$ cat config.mk
export PLATFORM = sky130hd
export DESIGN_NAME = signed_radix_digit_emitter_core
export DESIGN_NICKNAME = d
export VERILOG_FILES = /design/src/sv/srde_pkg.sv /design/src/sv/signed_radix_digit_emitter_core.sv
export SDC_FILE = /design/constraint.sdc
export NUM_CORES = 2
export LEC_CHECK = 0
export BUFFER_PORTS_ARGS = -buffer_cell sky130_fd_sc_hd__buf_2
export CORE_MARGIN = 3
export CORE_UTILIZATION = 52
export DETAILED_ROUTE_END_ITERATION = 7
export PLACE_DENSITY = 0.67
export SLEW_MARGIN = 0
export SYNTH_ARGS = -nofsm -noshare
export SYNTH_HDL_FRONTEND = slang
export SYNTH_SLANG_ARGS = --single-unit
$ cat constraint.sdc
create_clock -name i_clk -period 6.63 [get_ports i_clk]
set_input_delay 0.663 -clock i_clk [delete_from_list [all_inputs] [get_ports i_clk]]
set_output_delay 0.663 -clock i_clk [all_outputs]
set_load 0.05 [all_outputs]
$ cat src/sv/srde_pkg.sv
// ---------------------------------------------------------------------------
// srde_pkg
// Shared constants and codes for the signed radix digit emitter.
// ---------------------------------------------------------------------------
package srde_pkg;

    // Width of one alphabet symbol and of one emitted character.
    localparam int unsigned SYM_W = 8;

    // Default sizes handed to the top level.
    localparam int unsigned MAX_SYMBOLS_DEF  = 256;
    localparam int unsigned NUMBER_WIDTH_DEF = 32;

    // Sign characters, which are never allowed in an alphabet.
    localparam logic [SYM_W-1:0] SIGN_MINUS = 8'h2D;
    localparam logic [SYM_W-1:0] SIGN_PLUS  = 8'h2B;

    // Action codes carried in the input tuser.
    typedef enum logic {
        ACT_LOAD    = 1'b0,
        ACT_CONVERT = 1'b1
    } t_action;

endpackage

$ cat src/sv/signed_radix_digit_emitter_core.sv
// ---------------------------------------------------------------------------
// signed_radix_digit_emitter_core
// Writes a signed integer as characters of an alphabet that is loaded one
// symbol at a time; the number of symbols loaded is the base.
// ---------------------------------------------------------------------------
//
//  Channel  | Direction | tdata (lowest bit up)        | Side bits
//  ---------+-----------+------------------------------+---------------------
//  s_axis   | in        | symbol[7:0], number, zeros   | tuser = action
//  m_axis   | out       | character[7:0]               | tlast = last
//
// A convert transaction with an invalid alphabet gives no output. A valid
// convert starts the shared compare-and-subtract divider (one quotient bit
// per cycle, up to NUMBER_WIDTH digits), then emits an optional minus sign
// and each digit character with an alphabet read followed by output; the
// output stalls while m_axis_tready is held low. The input is not ready
// until the last character of a conversion is taken. Reset is synchronous
// and active low.
// ---------------------------------------------------------------------------
module signed_radix_digit_emitter_core #(
    parameter int unsigned MAX_SYMBOLS  = srde_pkg::MAX_SYMBOLS_DEF,
    parameter int unsigned NUMBER_WIDTH = srde_pkg::NUMBER_WIDTH_DEF,
    localparam int unsigned IN_DATA_W   =
        ((NUMBER_WIDTH + srde_pkg::SYM_W + 7) / 8) * 8
) (
    input  logic                        i_clk,
    input  logic                        i_rst_n,
    // Input stream.
    input  logic                        s_axis_tvalid,
    output logic                        s_axis_tready,
    // tdata fields, lowest bit up: symbol (8), number (NUMBER_WIDTH), zero fill.
    input  logic [IN_DATA_W-1:0]        s_axis_tdata,
    // tuser fields: action (1).
    input  logic                        s_axis_tuser,
    // Output stream.
    output logic                        m_axis_tvalid,
    input  logic                        m_axis_tready,
    // tdata fields, lowest bit up: character (8).
    output logic [srde_pkg::SYM_W-1:0]  m_axis_tdata,
    output logic                        m_axis_tlast
);
    import srde_pkg::*;

    localparam int unsigned W   = NUMBER_WIDTH;
    // Bits of an alphabet address, which is also the width of one digit.
    localparam int unsigned AW  = $clog2(MAX_SYMBOLS);
    // Bits of the symbol count, which must hold MAX_SYMBOLS itself.
    localparam int unsigned CW  = $clog2(MAX_SYMBOLS + 1);
    // Bits of the digit count (0..W) and of a digit stack index.
    localparam int unsigned NW  = $clog2(W + 1);
    localparam int unsigned SIW = $clog2(W);
    // Bits of the divider's bit counter.
    localparam int unsigned BW  = $clog2(W);

    typedef enum logic [2:0] {
        ST_IDLE,
        ST_DIV,
        ST_SIGN,
        ST_FETCH,
        ST_SEND
    } t_state;

    t_state            r_state;

    // Alphabet bookkeeping.
    logic [CW-1:0]     r_count;
    logic              r_bad;
    logic [255:0]      r_seen;
    logic [SYM_W-1:0]  r_alpha [MAX_SYMBOLS];
    logic [SYM_W-1:0]  r_mem_q;

    // Divider and digit stack.
    logic [CW-1:0]     r_base;
    logic              r_neg;
    logic [W-1:0]      r_mag;
    logic [AW-1:0]     r_rem;
    logic [BW-1:0]     r_bit;
    logic [NW-1:0]     r_digits;
    logic [AW-1:0]     r_stack [W];

    // Input fields.
    logic [SYM_W-1:0]  w_sym;
    logic [W-1:0]      w_num;
    logic              w_accept;
    logic              w_load_ok;

    // Shared compare-and-subtract step.
    logic [AW:0]       w_shift;
    logic [AW:0]       w_base_x;
    logic [AW:0]       w_diff;
    logic              w_ge;
    logic [AW-1:0]     n_rem;
    logic [W-1:0]      n_mag;
    logic              w_digit_done;
    logic [NW-1:0]     w_top_full;
    logic [SIW-1:0]    w_top;

    assign w_sym    = s_axis_tdata[SYM_W-1:0];
    assign w_num    = s_axis_tdata[SYM_W +: W];
    assign w_accept = s_axis_tvalid && s_axis_tready;

    // A nonzero symbol is stored only while the store still has room.
    assign w_load_ok = w_accept && (t_action'(s_axis_tuser) == ACT_LOAD)
                       && (w_sym != '0) && (r_count < CW'(MAX_SYMBOLS));

    // One restoring division step: bring down the next dividend bit and
    // subtract the base when it fits. After W steps r_mag holds the quotient,
    // and the remainder of the last step, n_rem, is the next digit.
    always_comb begin
        w_shift  = {r_rem, r_mag[W-1]};
        w_base_x = (AW+1)'(r_base);
        w_ge     = (w_shift >= w_base_x);
        w_diff   = w_shift - w_base_x;
        n_rem    = w_ge ? w_diff[AW-1:0] : w_shift[AW-1:0];
        n_mag    = {r_mag[W-2:0], w_ge};
    end

    assign w_digit_done = (r_state == ST_DIV) && (r_bit == BW'(W - 1));
    assign w_top_full   = r_digits - NW'(1);
    assign w_top        = w_top_full[SIW-1:0];

    // Handshake and output decode.
    assign s_axis_tready = (r_state == ST_IDLE);
    assign m_axis_tvalid = (r_state == ST_SIGN) || (r_state == ST_SEND);
    assign m_axis_tdata  = (r_state == ST_SIGN) ? SIGN_MINUS : r_mem_q;
    assign m_axis_tlast  = (r_state == ST_SEND) && (r_digits == NW'(1));

    // Alphabet store: written by load transactions, read once per character.
    always_ff @(posedge i_clk) begin
        if (w_load_ok) begin
            r_alpha[r_count[AW-1:0]] <= w_sym;
        end
        if (r_state == ST_FETCH) begin
            r_mem_q <= r_alpha[r_stack[w_top]];
        end
    end

    // Digit stack: digits arrive least significant first and leave from the top.
    always_ff @(posedge i_clk) begin
        if (w_digit_done) begin
            r_stack[r_digits[SIW-1:0]] <= n_rem;
        end
    end

    // Sequencer and alphabet state.
    always_ff @(posedge i_clk) begin
        if (!i_rst_n) begin
            r_state  <= ST_IDLE;
            r_count  <= '0;
            r_bad    <= 1'b0;
            r_seen   <= '0;
            r_digits <= '0;
            r_bit    <= '0;
        end else begin
            unique case (r_state)
                ST_IDLE: begin
                    if (w_accept) begin
                        if (t_action'(s_axis_tuser) == ACT_LOAD) begin
                            // A zero byte is ignored. A repeat, a sign or an
                            // overflowing load spoils the alphabet.
                            if (w_sym != '0) begin
                                if (r_seen[w_sym] || (w_sym == SIGN_MINUS) ||
                                    (w_sym == SIGN_PLUS) ||
                                    (r_count == CW'(MAX_SYMBOLS))) begin
                                    r_bad <= 1'b1;
                                end
                                r_seen[w_sym] <= 1'b1;
                                if (r_count < CW'(MAX_SYMBOLS)) begin
                                    r_count <= r_count + CW'(1);
                                end
                            end
                        end else begin
                            // Every convert clears the alphabet; the base
                            // is kept in r_base for this conversion.
                            r_count <= '0;
                            r_bad   <= 1'b0;
                            r_seen  <= '0;
                            if (!r_bad && (r_count >= CW'(2))) begin
                                r_base   <= r_count;
                                r_neg    <= w_num[W-1];
                                r_mag    <= w_num[W-1] ? (~w_num + W'(1)) : w_num;
                                r_rem    <= '0;
                                r_bit    <= '0;
                                r_digits <= '0;
                                r_state  <= ST_DIV;
                            end
                        end
                    end
                end
                ST_DIV: begin
                    r_mag <= n_mag;
                    if (w_digit_done) begin
                        r_rem    <= '0;
                        r_bit    <= '0;
                        r_digits <= r_digits + NW'(1);
                        if ((n_mag == '0) || (r_digits == NW'(W - 1))) begin
                            r_state <= r_neg ? ST_SIGN : ST_FETCH;
                        end
                    end else begin
                        r_rem <= n_rem;
                        r_bit <= r_bit + BW'(1);
                    end
                end
                ST_SIGN: begin
                    if (m_axis_tready) begin
                        r_state <= ST_FETCH;
                    end
                end
                ST_FETCH: begin
                    r_state <= ST_SEND;
                end
                ST_SEND: begin
                    if (m_axis_tready) begin
                        r_digits <= w_top_full;
                        r_state  <= (r_digits == NW'(1)) ? ST_IDLE : ST_FETCH;
                    end
                end
                default: begin
                    r_state <= ST_IDLE;
                end
            endcase
        end
    end

endmodule

Word level (Yosys, flattened, before mapping):

Memory sizes are Yosys's and may differ from the RTL's. A register that Yosys moved wholly into a read port is not among the register bits.
Index checks and enable logic that the tools add are counted.

* order comparisons: 5
* add/sub/neg operators: 6
* bitwise operators: 3
* equality and inequality tests: 17
* muxes and demuxes: 49
* reductions and logical operators: 30

Operators with widths (number)
* $mux W256: 2
* $or A256 B256 Y256: 1
* $mux W32: 4
* $pmux W32 S2: 1
* $mux W8: 6
* $add A32 B1 Y32 const B: 1
* $logic_not A32 Y1: 1
* $not A32 Y32: 1
* $mux W6: 5
* $mux W9: 3
* $mux W3: 7
* $mux W5: 4
* $pmux W6 S3: 1
* $eq A8 B6 Y1 const B: 2
* $pmux W8 S2: 1
* $pmux W3 S5: 1
* $reduce_and A4 Y1: 3
* $mux W1: 10
* $pmux W5 S2: 1
* $reduce_and A5 Y1: 2
* $add A9 B1 Y9 const B: 1
* $eq A9 B9 Y1 const B: 1
* $ge A9 B2 Y1 const B: 1
* $ge A9 B9 Y1: 1
* 29 further kinds: 49

* memories: 2
* logic and storage cells: 122
* register bits after elaboration: 330
* RAM bits: 2304
* input port bits: 45

Memory list
* r_alpha: depth 256, bits a word 8, rd ports 1, clocked after Yosys merged registers in 1, wr ports 1, RTL line signed_radix_digit_emitter_core.sv:69 `logic [SYM_W-1:0] r_alpha [MAX_SYMBOLS];`
* r_stack: depth 32, bits a word 8, rd ports 1, clocked after Yosys merged registers in 0, wr ports 1, RTL line signed_radix_digit_emitter_core.sv:79 `logic [AW-1:0] r_stack [W];`

Longest topological paths before layout:

* word-level depth: 8
* mapped depth: 22

Worst setup path before layout:

No wires, ideal clock.

* path type: flip-flop to flip-flop
* from: register r_digits[0]
* to: register r_mem_q[6], read port of r_alpha, data pin
* data required time: 6366 ps
* data arrival time: 4637 ps
* stages on the path, launching flop included: 22
* path slack: 1730 ps
* period minus slack after synthesis: 4900 ps
* path buffers: 9
* setup time: 264 ps
* cells stage by stage: dfxtp_1 -> buf_6 -> buf_6 -> buf_6 -> buf_1 -> inv_1 -> ha_1 -> buf_2 -> buf_2 -> buf_1 -> mux4_2 -> a2111o_1 -> o211ai_2 -> buf_6 -> buf_8 -> mux2i_1 -> a32oi_1 -> and3_1 -> a31oi_1 -> nand4_1 -> a211oi_1 -> nor4_2

* word-level cells in the longest chain between the ends: 2

RTL lines
* from (decl): RTL line signed_radix_digit_emitter_core.sv:78 `logic [NW-1:0] r_digits;`
* from (signal assigned): RTL line signed_radix_digit_emitter_core.sv:195 `r_digits <= r_digits + NW'(1);`
* from (signal assigned): RTL line signed_radix_digit_emitter_core.sv:214 `r_digits <= w_top_full;`
* $sub A6 B1 Y6: RTL line signed_radix_digit_emitter_core.sv:119 `assign w_top_full = r_digits - NW'(1);`
* $mem_v2 Z32 W8
* to (decl): RTL line signed_radix_digit_emitter_core.sv:70 `logic [SYM_W-1:0] r_mem_q;`

No other way between the ends.
A chain may end at the register's enable or synchronous reset.

Worst setup path in the final report:

* from: register r_digits[0]
* to: register r_mem_q[2], read port of r_alpha, data pin

The elaborated chain is that of the path after synthesis.

==> qor.txt <==
WL met1 = 118 mm
placed cells = 10500
Vias = 70200
Die Y = 460 um
max-slew violations = 0
filler instances = 15600
Ys Warns = 0
Seq/Total Area, Yosys = 71.6%
CTS Hold Bufs = 0
pwr dens = 331 mW/mm^2
EDFF count, synth = 2362
gr ovfl total = 0
Setup TNS = 0 ps
H-tree depth = 5
FMAX = 157 MHz
prevailing post-synth register cell = edfxtp_1
CTS Buffer Depth = 4
cts bufs inserted = 280
CP Launch Type = register
gr usage total = 28.8%
drt drc = 0
Layout Cells excl Fill = 11000
max cap viols = 0
placer congestion estimate = 0.917
CP required = 7290 ps
global-route wire length before repair = 450 mm
final setup vio count = 0
port bufs = 55
Worst Tran Pin Value = 1280 ps
core area = 0.203 mm^2
RR Startpoint = r_digits[0]$_SDFFE_PN0P_
number of core rows = 165
Reg clk slew, reported paths = 60 ps
setup skew after layout = 52.7 ps
layout cell share with drive strength beyond 1 = 11.5%
vias in the first global route = 66300
CP Max Fanout = 33
P_leak = 0.0395 uW
Final Cycle Share = 96.1%
TritonCTS clock tree = yes
Critical Path AT = 7030 ps
RSZ-0062 raised after global routing = no
die extent in x = 460 um
Clock Tree Root = clkbuf_16
io pins = 56
cell count after synthesis = 8050
worst setup margin = 259 ps
Synth cell types = 77
CP startpoint = r_digits[0]$_SDFFE_PN0P_
Syn Area/Cell = 13.3 um^2
Max transition margin = 14.3%
PostCTS Resize Cnt = 0
worst reg-to-reg setup slack = 260 ps
pin count of the biggest net entering global routing = 171
CP Class = register to register
vias per cell = 6.41
Final min period = 6370 ps
Critical Path End = r_mem_q[2]$_DFFE_PN_
worst path cell trace = inv_1 -> ha_1 -> nor3b_2 -> xor2_2 -> mux4_2 -> and3_1 -> a41o_1 -> inv_2 -> nor2_2 -> buf_4 -> nand3_1 -> nand4_1 -> nor4_1 -> buf_4 -> nor4_2
VDD IR max = 0.290 mV
Min-Delay Path Class = primary input to register
clock sinks = 2642
critical path's slowest cell = nor4_1
r2r endpoint = r_mem_q[2]$_DFFE_PN_
crit path capture type = register
crit-path most repeated cell = buf_4
die area = 0.211 mm^2
DP Worst Slack = 347 ps
DP Wirelength = 188 mm
total met2 wirelength after detailed routing = 141 mm
nets@finish = 8146
Routed Antenna Nets = 0
Min Hold Slack = 139 ps
status = complete, no violations
WL/cell = 28.3 um
met3 wire len = 36.4 mm
Highest Signal Layer = met5
routed wire length = 310 mm
Clk Latency, worst-skew pair = 920 ps
Initial Util = 52.6%
DR pass1 iterations = 8
ys async rst share = 0%
FF-to-FF path depth = 15
Post-Syn Area = 0.107 mm^2
Post-CTS Setup Inserts = 0
Initial DRC Count = 10500
synth-to-layout area growth = 11.5%
antenna violations before repair = 15
Post-Syn Nets = 8117
number of synthesized register bits = 2642
Final Hold Fails = 0
Critical Path Max Stage Delay = 860 ps
-- cells in the final DEF (no fill, tap or decap), types with 111 or more instances in the layout --
cell and n:
nor2_1 638, dfxtp_1 279, clkbuf_16 289, nand3_1 683
edfxtp_1 2362, a22oi_1 259, and3_1 155, mux4_2 165
a31oi_1 142, nand2_1 1750, buf_4 230, nand4_1 111
a211oi_1 125
-- cells by family (layout without fill, tap and decap cells) --
logic type | Yosys count | after routing | share of synthesized area, %
AND/OR/NAND/NOR | 3530 | 3530 | 14.3
multiplexers | 271 | 271 | 4.48
flip-flops | 2642 | 2642 | 71.6
adder cells (fa/ha/maj) | 22 | 22 | 0.264
buffers and inverters | 604 | 830 | 2.63
AO/OA/AOI/OAI | 939 | 939 | 6.44
XOR/XNOR | 42 | 42 | 0.344
other | 0 | 9 | 0
-- stage by stage --
step | utilization, % | area (um^2) | power, uW
floorplan | - | 107000 | 22300
global placement | 54.4 | 111000 | 24800
detailed placement | 54.4 | 111000 | 24800
CTS | 58.6 | 119000 | 39500
global route | 58.6 | 119000 | 40600
finish | 58.7 | 119000 | 39500
-- synth_stat cells (5+ instances only) --
cell       instances  area share, %
edfxtp_1        2362             66
nand2_1         1751            6.1
nand3_1          684            3.2
nor2_1           646            2.3
clkbuf_1         284            1.0
dfxtp_1          280            5.2
a22oi_1          259            1.8
buf_2            180           0.84
mux4_2           165            3.5
and3_1           155           0.91
a31oi_1          142           0.83
a211oi_1         125           0.88
nand4_1          111           0.65
a32oi_1          101           0.83
a311oi_1          97           0.79
mux2i_1           94           0.88
o21ai_0           68           0.32
buf_1             53           0.19
nor3_1            47           0.22
a21oi_1           44           0.21
buf_4             37           0.26
xor2_1            35           0.29
o22ai_1           32           0.19
inv_1             24          0.084
buf_6             23           0.24
ha_1              21           0.25
nor4_1            21           0.12
nand2b_1          20           0.12
nor2b_1           19           0.11
o2111ai_1         18           0.15
mux2_2            12           0.13
or3_1             12          0.070
and2_1            11          0.064
nand3b_1           9          0.063
or2_2              9          0.053
o211ai_1           8          0.056
o31ai_1            8          0.056
or4_1              7          0.049
xnor2_1            7          0.057
o21ai_1            6          0.028
nor2_2             5          0.029
nor3b_1            5          0.035
nor4_2             5          0.058
o41ai_1            5          0.041
-- state kept, by name (all words and copies together) (netlist names) --
name / count
r_bad: 1
r_state: 3
r_mem_q: 8
r_mag: 32
r_seen: 256
r_bit: 5
r_stack: 256
r_base: 9
r_alpha: 2048
r_rem: 8
r_neg: 1
r_count: 9
r_digits: 6
-- metal layers --
metal  vias to the layer above  GRT usage (%)
met3                       789           6.89
met5                         -              0
met4                         6           12.6
met2                      4413           43.8
met1                     34800           39.9
li1                      30200              -
-- report_power, final --
group | internal [uW] | total, uW | switching (uW)
registers | 18200 | 18200 | 15.7
logic | 1790 | 6470 | 4680
clock network | 8640 | 14900 | 6250
total | 28600 | 39500 | 10900
-- critical path: cells and delay by family (launching register included) --
kind	cells	cell delay, ps
AOI/OAI and AO/OA	1	450
xor gates and xnor gates	1	780
adders and majority gates	1	340
buffers and inverters	4	1250
DFF	1	730
muxes	1	610
and+or+nand+nor	7	1940
-- worst min path at each step --
| stage | start | cells after the start | endpoint | slack (ps) |
|---|---|---|---|---|
| after global routing | i_rst_n | 2 | r_state[0]$_SDFFE_PN0P_ | 120 |
| after detailed placement | r_bad$_SDFFE_PN0P_ | 2 | r_bad$_SDFFE_PN0P_ | 460 |
| after CTS | i_rst_n | 2 | r_state[0]$_SDFFE_PN0P_ | 90 |
| final | i_rst_n | 2 | r_state[0]$_SDFFE_PN0P_ | 140 |
| after global placement | r_bad$_SDFFE_PN0P_ | 2 | r_bad$_SDFFE_PN0P_ | 460 |
| after floorplan | r_count[2]$_SDFFE_PN0P_ | 0 | r_base[2]$_DFFE_PP_ | 410 |
-- layout make-up --
| class | count | area [um^2] | share of cell area (%) |
|---|---|---|---|
| multi-input cells | 4804 | 27900 | 23.4 |
| clock buffers | 362 | 7570 | 6.34 |
| diodes | 9 | 22.5 | 0.0189 |
| well taps | 2672 | 3340 | 2.80 |
| inverters | 26 | 105 | 0.0881 |
| flip-flops and latches | 2642 | 76500 | 64.2 |
| clock inverters | 117 | 963 | 0.808 |
| repair buffers | 325 | 2880 | 2.42 |
(Power assumes the default switching activity.)
